## src/hdl/sltd_pkg.sv

```systemverilog
`default_nettype none

package sltd_pkg;

    localparam logic [7:0] START_BYTE = 8'h61;

    // Depth of the command queue between the parser and the emitter.
    localparam int Q_DEPTH = 8;
    localparam int Q_AW    = $clog2(Q_DEPTH);
    localparam int Q_CW    = $clog2(Q_DEPTH + 1);

    localparam int CFG_AW = 3;
    localparam int CFG_DW = 32;

    // Register indexes on the configuration port.
    localparam logic REG_CONTROL_TYPE = 1'b0;
    localparam logic REG_CHANNEL_TYPE = 1'b1;

    // Header step of the emitter.
    typedef enum logic [1:0] {
        HS_START,
        HS_LEN_HI,
        HS_LEN_LO,
        HS_TYPE
    } t_hdr_step;

    // One command from the parser: either a whole accepted header, which
    // expands into four words, or a single payload word.
    typedef struct packed {
        logic       is_hdr;
        logic [7:0] len_hi;
        logic [7:0] len_lo;
        logic [7:0] data;
        logic       last;
        logic       chan;
    } t_cmd;

    typedef struct packed {
        logic push;
        t_cmd cmd;
    } t_push;

    typedef struct packed {
        logic empty;
        logic full;
        t_cmd head;
    } t_q_stat;

endpackage

`default_nettype wire

```

## src/hdl/sltd_front.sv

```systemverilog
`default_nettype none

module sltd_front (
    input  wire                 i_clk,
    input  wire                 i_rst_n,
    input  wire                 i_accept,
    input  wire  [7:0]          i_byte,
    input  wire  [7:0]          i_ctrl_code,
    input  wire  [7:0]          i_chan_code,
    output sltd_pkg::t_push     o_push
);
    import sltd_pkg::*;

    typedef enum logic [2:0] {
        PH_HUNT,
        PH_LEN_HI,
        PH_LEN_LO,
        PH_TYPE,
        PH_PAYLOAD
    } t_phase;

    t_phase      r_phase, n_phase;
    logic [7:0]  r_len_hi, n_len_hi;
    logic [7:0]  r_len_lo, n_len_lo;
    logic [15:0] r_remaining, n_remaining;
    logic        r_chan, n_chan;

    logic        is_chan, is_ctrl, zero_len;
    logic [15:0] rem_dec;

    assign is_chan  = (i_byte == i_chan_code);
    assign is_ctrl  = (i_byte == i_ctrl_code);
    assign zero_len = ({r_len_hi, r_len_lo} == 16'd0);
    assign rem_dec  = r_remaining - 16'd1;

    always_comb begin
        n_phase     = r_phase;
        n_len_hi    = r_len_hi;
        n_len_lo    = r_len_lo;
        n_remaining = r_remaining;
        n_chan      = r_chan;
        o_push.push = 1'b0;
        o_push.cmd  = '{is_hdr: 1'b1, len_hi: r_len_hi, len_lo: r_len_lo,
                        data: i_byte, last: zero_len, chan: is_chan};
        if (i_accept) begin
            unique case (r_phase)
                PH_LEN_HI: begin
                    n_len_hi = i_byte;
                    n_phase  = PH_LEN_LO;
                end
                PH_LEN_LO: begin
                    n_len_lo = i_byte;
                    n_phase  = PH_TYPE;
                end
                PH_TYPE: begin
                    if (is_chan || is_ctrl) begin
                        o_push.push = 1'b1;
                        n_chan      = is_chan;
                        n_remaining = {r_len_hi, r_len_lo};
                        n_phase     = zero_len ? PH_HUNT : PH_PAYLOAD;
                    end else begin
                        n_phase = PH_HUNT;
                    end
                end
                PH_PAYLOAD: begin
                    o_push.push       = 1'b1;
                    o_push.cmd.is_hdr = 1'b0;
                    o_push.cmd.last   = (rem_dec == 16'd0);
                    o_push.cmd.chan   = r_chan;
                    n_remaining       = rem_dec;
                    if (rem_dec == 16'd0) begin
                        n_phase = PH_HUNT;
                    end
                end
                default: begin
                    n_phase = (i_byte == START_BYTE) ? PH_LEN_HI : PH_HUNT;
                end
            endcase
        end
    end

    always_ff @(posedge i_clk) begin
        if (!i_rst_n) begin
            r_phase     <= PH_HUNT;
            r_len_hi    <= 8'd0;
            r_len_lo    <= 8'd0;
            r_remaining <= 16'd0;
            r_chan      <= 1'b0;
        end else begin
            r_phase     <= n_phase;
            r_len_hi    <= n_len_hi;
            r_len_lo    <= n_len_lo;
            r_remaining <= n_remaining;
            r_chan      <= n_chan;
        end
    end

endmodule

`default_nettype wire

```

## src/hdl/sltd_queue.sv

```systemverilog
`default_nettype none

module sltd_queue (
    input  wire                 i_clk,
    input  wire                 i_rst_n,
    input  sltd_pkg::t_push     i_push,
    input  wire                 i_pop,
    output sltd_pkg::t_q_stat   o_stat
);
    import sltd_pkg::*;

    t_cmd            r_mem [Q_DEPTH];
    logic [Q_AW-1:0] r_wp, n_wp;
    logic [Q_AW-1:0] r_rp, n_rp;
    logic [Q_CW-1:0] r_count, n_count;
    logic            do_push, do_pop;

    assign o_stat.empty = (r_count == Q_CW'(0));
    assign o_stat.full  = (r_count == Q_CW'(Q_DEPTH));
    assign o_stat.head  = r_mem[r_rp];

    assign do_push = i_push.push && !o_stat.full;
    assign do_pop  = i_pop && !o_stat.empty;

    always_comb begin
        n_wp    = do_push ? Q_AW'((r_wp + 1'b1) % Q_DEPTH) : r_wp;
        n_rp    = do_pop  ? Q_AW'((r_rp + 1'b1) % Q_DEPTH) : r_rp;
        n_count = r_count + Q_CW'(do_push) - Q_CW'(do_pop);
    end

    always_ff @(posedge i_clk) begin
        if (do_push) begin
            r_mem[r_wp] <= i_push.cmd;
        end
    end

    always_ff @(posedge i_clk) begin
        if (!i_rst_n) begin
            r_wp    <= '0;
            r_rp    <= '0;
            r_count <= '0;
        end else begin
            r_wp    <= n_wp;
            r_rp    <= n_rp;
            r_count <= n_count;
        end
    end

endmodule

`default_nettype wire

```

## src/hdl/sltd_back.sv

```systemverilog
`default_nettype none

module sltd_back (
    input  wire                 i_clk,
    input  wire                 i_rst_n,
    input  sltd_pkg::t_q_stat   i_q,
    output logic                o_q_pop,
    input  wire                 i_pop,
    output logic                o_empty,
    output logic [7:0]          o_byte,
    output logic                o_first,
    output logic                o_last,
    output logic                o_chan
);
    import sltd_pkg::*;

    t_hdr_step  r_step, n_step;
    logic       r_valid, n_valid;
    logic [7:0] r_byte, n_byte;
    logic       r_first, n_first;
    logic       r_last, n_last;
    logic       r_chan, n_chan;
    logic       advance, take;

    // The output register takes queued words when empty or being drained.
    assign advance = !r_valid || i_pop;
    assign take    = advance && !i_q.empty;

    always_comb begin
        n_step  = r_step;
        n_valid = r_valid && !i_pop;
        n_byte  = r_byte;
        n_first = r_first;
        n_last  = r_last;
        n_chan  = r_chan;
        o_q_pop = 1'b0;
        if (take) begin
            n_valid = 1'b1;
            n_chan  = i_q.head.chan;
            n_first = 1'b0;
            n_last  = 1'b0;
            if (i_q.head.is_hdr) begin
                unique case (r_step)
                    HS_START: begin
                        n_byte  = START_BYTE;
                        n_first = 1'b1;
                        n_step  = HS_LEN_HI;
                    end
                    HS_LEN_HI: begin
                        n_byte = i_q.head.len_hi;
                        n_step = HS_LEN_LO;
                    end
                    HS_LEN_LO: begin
                        n_byte = i_q.head.len_lo;
                        n_step = HS_TYPE;
                    end
                    HS_TYPE: begin
                        n_byte  = i_q.head.data;
                        n_last  = i_q.head.last;
                        n_step  = HS_START;
                        o_q_pop = 1'b1;
                    end
                    default: begin
                        n_step = HS_START;
                    end
                endcase
            end else begin
                n_byte  = i_q.head.data;
                n_last  = i_q.head.last;
                o_q_pop = 1'b1;
            end
        end
    end

    always_ff @(posedge i_clk) begin
        if (!i_rst_n) begin
            r_step  <= HS_START;
            r_valid <= 1'b0;
        end else begin
            r_step  <= n_step;
            r_valid <= n_valid;
        end
    end

    always_ff @(posedge i_clk) begin
        r_byte  <= n_byte;
        r_first <= n_first;
        r_last  <= n_last;
        r_chan  <= n_chan;
    end

    assign o_empty = !r_valid;
    assign o_byte  = r_byte;
    assign o_first = r_first;
    assign o_last  = r_last;
    assign o_chan  = r_chan;

endmodule

`default_nettype wire

```

## src/hdl/sync_length_type_deframer.sv

```systemverilog
// Channel   Handshake                         Words
// rx        push / full                       i_rx_byte
// frame     empty / pop                       o_out_byte, o_first_of_frame,
//                                             o_last_of_frame, o_is_channel_frame
// config    psel, penable, pwrite, pready     paddr, pwdata, prdata
//
// A received byte is taken while full is low, and the parser handles one byte per cycle.
// An accepted header becomes one queue entry that the emitter expands into four
// words, one per cycle while the output register is free or popped, as the parser
// runs on; the eight-entry command queue absorbs that backlog, so bytes are
// accepted back to back while words are popped. The first word caused by a byte
// passes through the queue and then the output register. full rises only when
// the frame side holds off long enough to fill the queue. Reset is synchronous;
// it clears the parser, queue and output register.
`default_nettype none

module sync_length_type_deframer (
    input  wire                       i_clk,
    input  wire                       i_rst_n,
    input  wire                       push,
    output logic                      full,
    input  wire  [7:0]                i_rx_byte,
    output logic                      empty,
    input  wire                       pop,
    output logic [7:0]                o_out_byte,
    output logic                      o_first_of_frame,
    output logic                      o_last_of_frame,
    output logic                      o_is_channel_frame,
    input  wire                       psel,
    input  wire                       penable,
    input  wire                       pwrite,
    input  wire  [sltd_pkg::CFG_AW-1:0] paddr,
    input  wire  [sltd_pkg::CFG_DW-1:0] pwdata,
    output logic [sltd_pkg::CFG_DW-1:0] prdata,
    output logic                      pready
);
    import sltd_pkg::*;

    logic [7:0] r_ctrl_code;
    logic [7:0] r_chan_code;
    logic       cfg_wr;
    logic       reg_sel;
    t_push      front_push;
    t_q_stat    q_stat;
    logic       q_pop;

    assign pready  = 1'b1;
    assign cfg_wr  = psel && penable && pwrite && pready;
    assign reg_sel = paddr[2];

    always_ff @(posedge i_clk) begin
        if (!i_rst_n) begin
            r_ctrl_code <= 8'd0;
            r_chan_code <= 8'd1;
        end else if (cfg_wr) begin
            unique case (reg_sel)
                REG_CONTROL_TYPE: r_ctrl_code <= pwdata[7:0];
                REG_CHANNEL_TYPE: r_chan_code <= pwdata[7:0];
                default: ;
            endcase
        end
    end

    always_comb begin
        unique case (reg_sel)
            REG_CONTROL_TYPE: prdata = {{(CFG_DW-8){1'b0}}, r_ctrl_code};
            REG_CHANNEL_TYPE: prdata = {{(CFG_DW-8){1'b0}}, r_chan_code};
            default:          prdata = '0;
        endcase
    end

    assign full = q_stat.full;

    sltd_front u_front (
        .i_clk       (i_clk),
        .i_rst_n     (i_rst_n),
        .i_accept    (push && !full),
        .i_byte      (i_rx_byte),
        .i_ctrl_code (r_ctrl_code),
        .i_chan_code (r_chan_code),
        .o_push      (front_push)
    );

    sltd_queue u_queue (
        .i_clk   (i_clk),
        .i_rst_n (i_rst_n),
        .i_push  (front_push),
        .i_pop   (q_pop),
        .o_stat  (q_stat)
    );

    sltd_back u_back (
        .i_clk   (i_clk),
        .i_rst_n (i_rst_n),
        .i_q     (q_stat),
        .o_q_pop (q_pop),
        .i_pop   (pop),
        .o_empty (empty),
        .o_byte  (o_out_byte),
        .o_first (o_first_of_frame),
        .o_last  (o_last_of_frame),
        .o_chan  (o_is_channel_frame)
    );

    // A frame always opens with the start byte.
    a_first_is_start: assert property (@(posedge i_clk) disable iff (!i_rst_n)
        (!empty && o_first_of_frame) |-> (o_out_byte == START_BYTE))
        else $error("first word of a frame is not the start byte");

    // The start word is never also the final word: a header has four words.
    a_first_not_last: assert property (@(posedge i_clk) disable iff (!i_rst_n)
        (!empty && o_first_of_frame) |-> !o_last_of_frame)
        else $error("start word marked as last of frame");

    // Once the start word is taken, the length byte follows straight away.
    a_header_streams: assert property (@(posedge i_clk) disable iff (!i_rst_n)
        (pop && !empty && o_first_of_frame) |=> (!empty && !o_first_of_frame))
        else $error("header words did not follow the start word");

endmodule

`default_nettype wire
```

## config.mk

```make
export PLATFORM = sky130hd
export DESIGN_NAME = sync_length_type_deframer
export DESIGN_NICKNAME = d
export VERILOG_FILES = /design/src/hdl/sltd_pkg.sv /design/src/hdl/sltd_front.sv /design/src/hdl/sltd_queue.sv /design/src/hdl/sltd_back.sv /design/src/hdl/sync_length_type_deframer.sv
export SDC_FILE = /design/constraint.sdc
export NUM_CORES = 1
export LEC_CHECK = 0
export ABC_AREA = 1
export BUFFER_PORTS_ARGS = -buffer_cell sky130_fd_sc_hd__clkbuf_2
export CAP_MARGIN = 20
export CORE_ASPECT_RATIO = 0.5
export CORE_MARGIN = 2
export CORE_UTILIZATION = 30
export CTS_CLUSTER_SIZE = 30
export DETAILED_ROUTE_END_ITERATION = 16
export GPL_TIMING_DRIVEN = 0
export PLACE_DENSITY_LB_ADDON = 0.1
export SLEW_MARGIN = 10
export SYNTH_ARGS = -nofsm -noshare
export SYNTH_HDL_FRONTEND = slang
export SYNTH_SLANG_ARGS = --single-unit
export TNS_END_PERCENT = 100
```

## constraint.sdc

```tcl
create_clock -name i_clk -period 4.45 [get_ports i_clk]
set_input_delay 0.89 -clock i_clk [delete_from_list [all_inputs] [get_ports i_clk]]
set_output_delay 0.89 -clock i_clk [all_outputs]
set_load 0.02 [all_outputs]
```

==> results.json <==
{
  "outcome": "finished, final reports clean",
  "min_path_type": "flop to flop",
  "drive_above_1_share_pct": 13.2,
  "r2r_start": "u_queue.r_count[2]",
  "synth-simple-area-share_pct": 14.3,
  "tns_ns": 0,
  "reg2reg_slack_ns": 0.95,
  "postCtsSetupRepairBufs": 0,
  "die_x_um": 295,
  "wl_um": 38400,
  "area_growth_pct": 17.6,
  "synth_top_area_cell": "edfxtp_1",
  "highest_layer": "met4",
  "syn_avg_cell_area_um2": 10.5,
  "critPathSlowestCell": "nor3_2",
  "p_per_area_mw_per_mm2": 581,
  "drv_cap": 0,
  "synth_seq_area_share_pct": 64.6,
  "wl_met3_um": 1890,
  "postLayoutCoreUtil_pct": 35.6,
  "slowest_delay_ns": 0.66,
  "worstHoldPathCells": 2,
  "wl_met1_um": 19200,
  "hold_buffers": 0,
  "dr_wl_met2_um": 16700,
  "ys_seq_elements": 295,
  "ioPinCount": 96,
  "clockBufferDepth": 3,
  "synth_top_family_by_area": "simple AND/OR/NAND/NOR gates",
  "grt_usage_pct": 17.5,
  "numCtsBuffers": 29,
  "finalMaxSlewViolations": 0,
  "num_vias": 9185,
  "synthAdderAreaFrac_pct": 1.54,
  "initial_core_util_pct": 30.3,
  "cp_data_required_time_ns": 4.72,
  "ys_top_cells_by_area": "edfxtp_1 54%, dfxtp_1 11%, nor2_1 6.8%, o21ai_0 6.7%, nand2_1 4.5%",
  "grt_overflow_total": 0,
  "start_kind": "flop",
  "synth_top_area_share_pct": 53.8,
  "syn_area_mm2": 0.0127,
  "path_cells": "inv_1 -> ha_1 -> nand3_1 -> nand2_1 -> nor2_1 -> inv_2 -> nand2_2 -> nand2_1 -> nor3_2 -> buf_4 -> buf_4",
  "grt_pass1_wl_um": 56900,
  "cts_resized": 0,
  "die_area_mm2": 0.0440,
  "final.min_clock_period_ns": 3.50,
  "synth_xor_area_share_pct": 1.11,
  "p_leak_nw": 5.62,
  "dp_hpwl_um": 26500,
  "async_flop_share_pct": 0,
  "min_from": "u_queue.r_rp[2]",
  "clkSinkCount": 295,
  "relSlewSlack_pct": 41.0,
  "rsz0062_at_grt": "false",
  "wl_per_cell_um": 20.3,
  "die_y_um": 149,
  "remaining_drc_errors": 0,
  "fmax_mhz": 286,
  "clock_skew_ns": 0.0190,
  "drtPass1Iterations": 5,
  "first_iter_violations": 834,
  "cts_tree": "built",
  "avgViaCountPerCell": 4.84,
  "timing_worst_setup_path_type": "flop to flop",
  "synth_edf_count": 227,
  "postRouteAntennaNets": 0,
  "r2r_cells": 11,
  "htree_levels": 1,
  "yosysWarnings": 0,
  "ys.flop_type": "edfxtp_1",
  "ys_types": 46,
  "root_buffer": "clkbuf_16",
  "path_clk_slew_ns": 0.07,
  "crit_fanout": 10,
  "routabilityCongestion": 0.790,
  "clkLatencyLatePin_ns": 0.57,
  "hold_viol_final": 0,
  "synthMuxAreaShare_pct": 0.158,
  "grt_pass1_vias": 8943,
  "cp-end-kind": "flop",
  "worstReg2RegEnd": "u_queue.r_mem[4][1]",
  "setup_viol": 0,
  "core_mm2": 0.0418,
  "diodes": 0,
  "vdd_drop_max_mv": 0.318,
  "rows": 53,
  "post-route-period-util_pct": 78.6,
  "cp.arrival_ns": 3.77,
  "port_buffers": 42,
  "hold_end": "u_queue.r_rp[2]",
  "grt_max_degree": 18,
  "grt_antenna_before_repair": 0,
  "finalNetCount": 1388,
  "postSynthCellCount": 1209,
  "tightest_slew_ns": 0.880,
  "synth-compound-area-share_pct": 12.8
}
==> critical path: cells and delay by family, from the launching register on <==
family,cells,cell delay (ns)
DFF,1,0.31
adders and majority gates,1,0.20
and+or+nand+nor,6,1.85
buffers and inverters,4,0.84
==> how the worst max path moves through the flow <==
stage / from / to / slack (ns) / cells after the start
after global placement: i_rx_byte[3] / u_queue.r_mem[4][1] / -2.68 / 10
after detailed placement: i_rx_byte[5] / u_queue.r_mem[4][1] / 0.39 / 12
after floorplan: i_rx_byte[1] / u_queue.r_mem[4][0] / 0.40 / 8
after CTS: u_queue.r_count[2] / u_queue.r_mem[4][1] / 0.93 / 11
after global routing: u_queue.r_count[2] / u_queue.r_mem[4][8] / 0.74 / 11
final: u_queue.r_count[2] / u_queue.r_mem[4][1] / 0.95 / 11
==> per-layer routing <==
metal,GRT usage (%),up-vias
met5,0,-
met4,3.19,0
met3,2.32,37
met2,27.4,225
met1,25.9,4506
li1,-,4417
==> final cells by class <==
type / count / area, µm²
plain buffers: 80 / 442
clock buffers: 31 / 733
clock inverters: 23 / 239
fillers: 4201 / 26900
inverters: 67 / 256
multi-input cells: 790 / 3920
flip-flops and latches: 295 / 8180
well taps: 550 / 688
repair buffers: 60 / 433
==> sequential cells by signal (all words and copies together) (netlist names), 2 cells and up, named ones only <==
name	count
u_queue.r_count	4
u_queue.r_wp	3
u_queue.r_rp	3
r_chan_code	8
r_ctrl_code	8
u_front.r_len_lo	8
u_front.r_remaining	16
u_queue.r_mem	216
u_front.r_phase	3
u_front.r_len_hi	8
u_back.r_step	2
u_back.o_byte	8
==> synth_stat cells, types with 4 or more instances <==
master and instances:
o221ai_1 21, o211ai_1 13, o22ai_1 30, ha_1 14, nor2_2 4, buf_2 17, nand3_1 28, a21oi_1 33
edfxtp_1 227, nand2_1 152, o21ai_1 7, clkbuf_1 31, xor2_1 10, nor2_1 229, nor3_1 11, nor4_1 5
xnor2_1 6, o21ai_0 170, nand2_2 4, inv_1 60, a22o_1 5, dfxtp_1 68, buf_4 28
==> placed cells by master, fill, tap and decap left out, types with 2 or more instances in the layout <==
cell type    n
edfxtp_1   227
nor2_1     225
o21ai_0    170
nand2_1    152
dfxtp_1     68
inv_1       60
clkbuf_2    42
buf_4       39
a21oi_1     33
clkbuf_1    33
o22ai_1     30
clkbuf_16   29
nand3_1     28
conb_1      25
o221ai_1    21
buf_2       17
ha_1        14
o211ai_1    13
clkinv_1    11
xor2_1      10
nor3_1       7
o21ai_1      7
xnor2_1      6
clkinv_2     6
a22o_1       5
nor2_4       5
nor4_1       5
bufinv_16    5
nand2_2      4
buf_6        4
nor3_2       4
nor2_2       4
nand4_1      3
inv_2        3
nand3b_1     3
buf_16       3
inv_4        2
a31oi_1      2
mux2i_1      2
buf_1        2
==> metrics by stage <==
step	hold WS (ns)	total power, mW	setup WS (ns)	cells	cell area, µm²
floorplan	0.447	5.13	0.400	1232	12700
global route	0.502	9.13	0.738	1896	14900
finish	0.476	8.65	0.951	1896	14900
detailed placement	0.466	6.18	0.387	1842	13900
global placement	0.461	6.14	-2.68	1824	13600
CTS	0.476	8.74	0.928	1896	14900
==> kinds of logic after synthesis <==
kind of cell	Yosys count
AND/OR/NAND/NOR	446
multiplexers	2
adder cells (fa/ha/maj)	15
other	2
AO/OA/AOI/OAI	286
buffers and inverters	147
flip-flops	295
XOR/XNOR	16
==> report_power, final <==
| group | internal [mW] | leakage, nW | switching (mW) | total (mW) |
|---|---|---|---|---|
| sequential | 3.22 | 2.64 | 0.135 | 3.35 |
| combinational | 0.803 | 2.51 | 1.95 | 2.75 |
| clock | 1.48 | 0.477 | 1.07 | 2.55 |
Power figures use the tool's default switching activity.
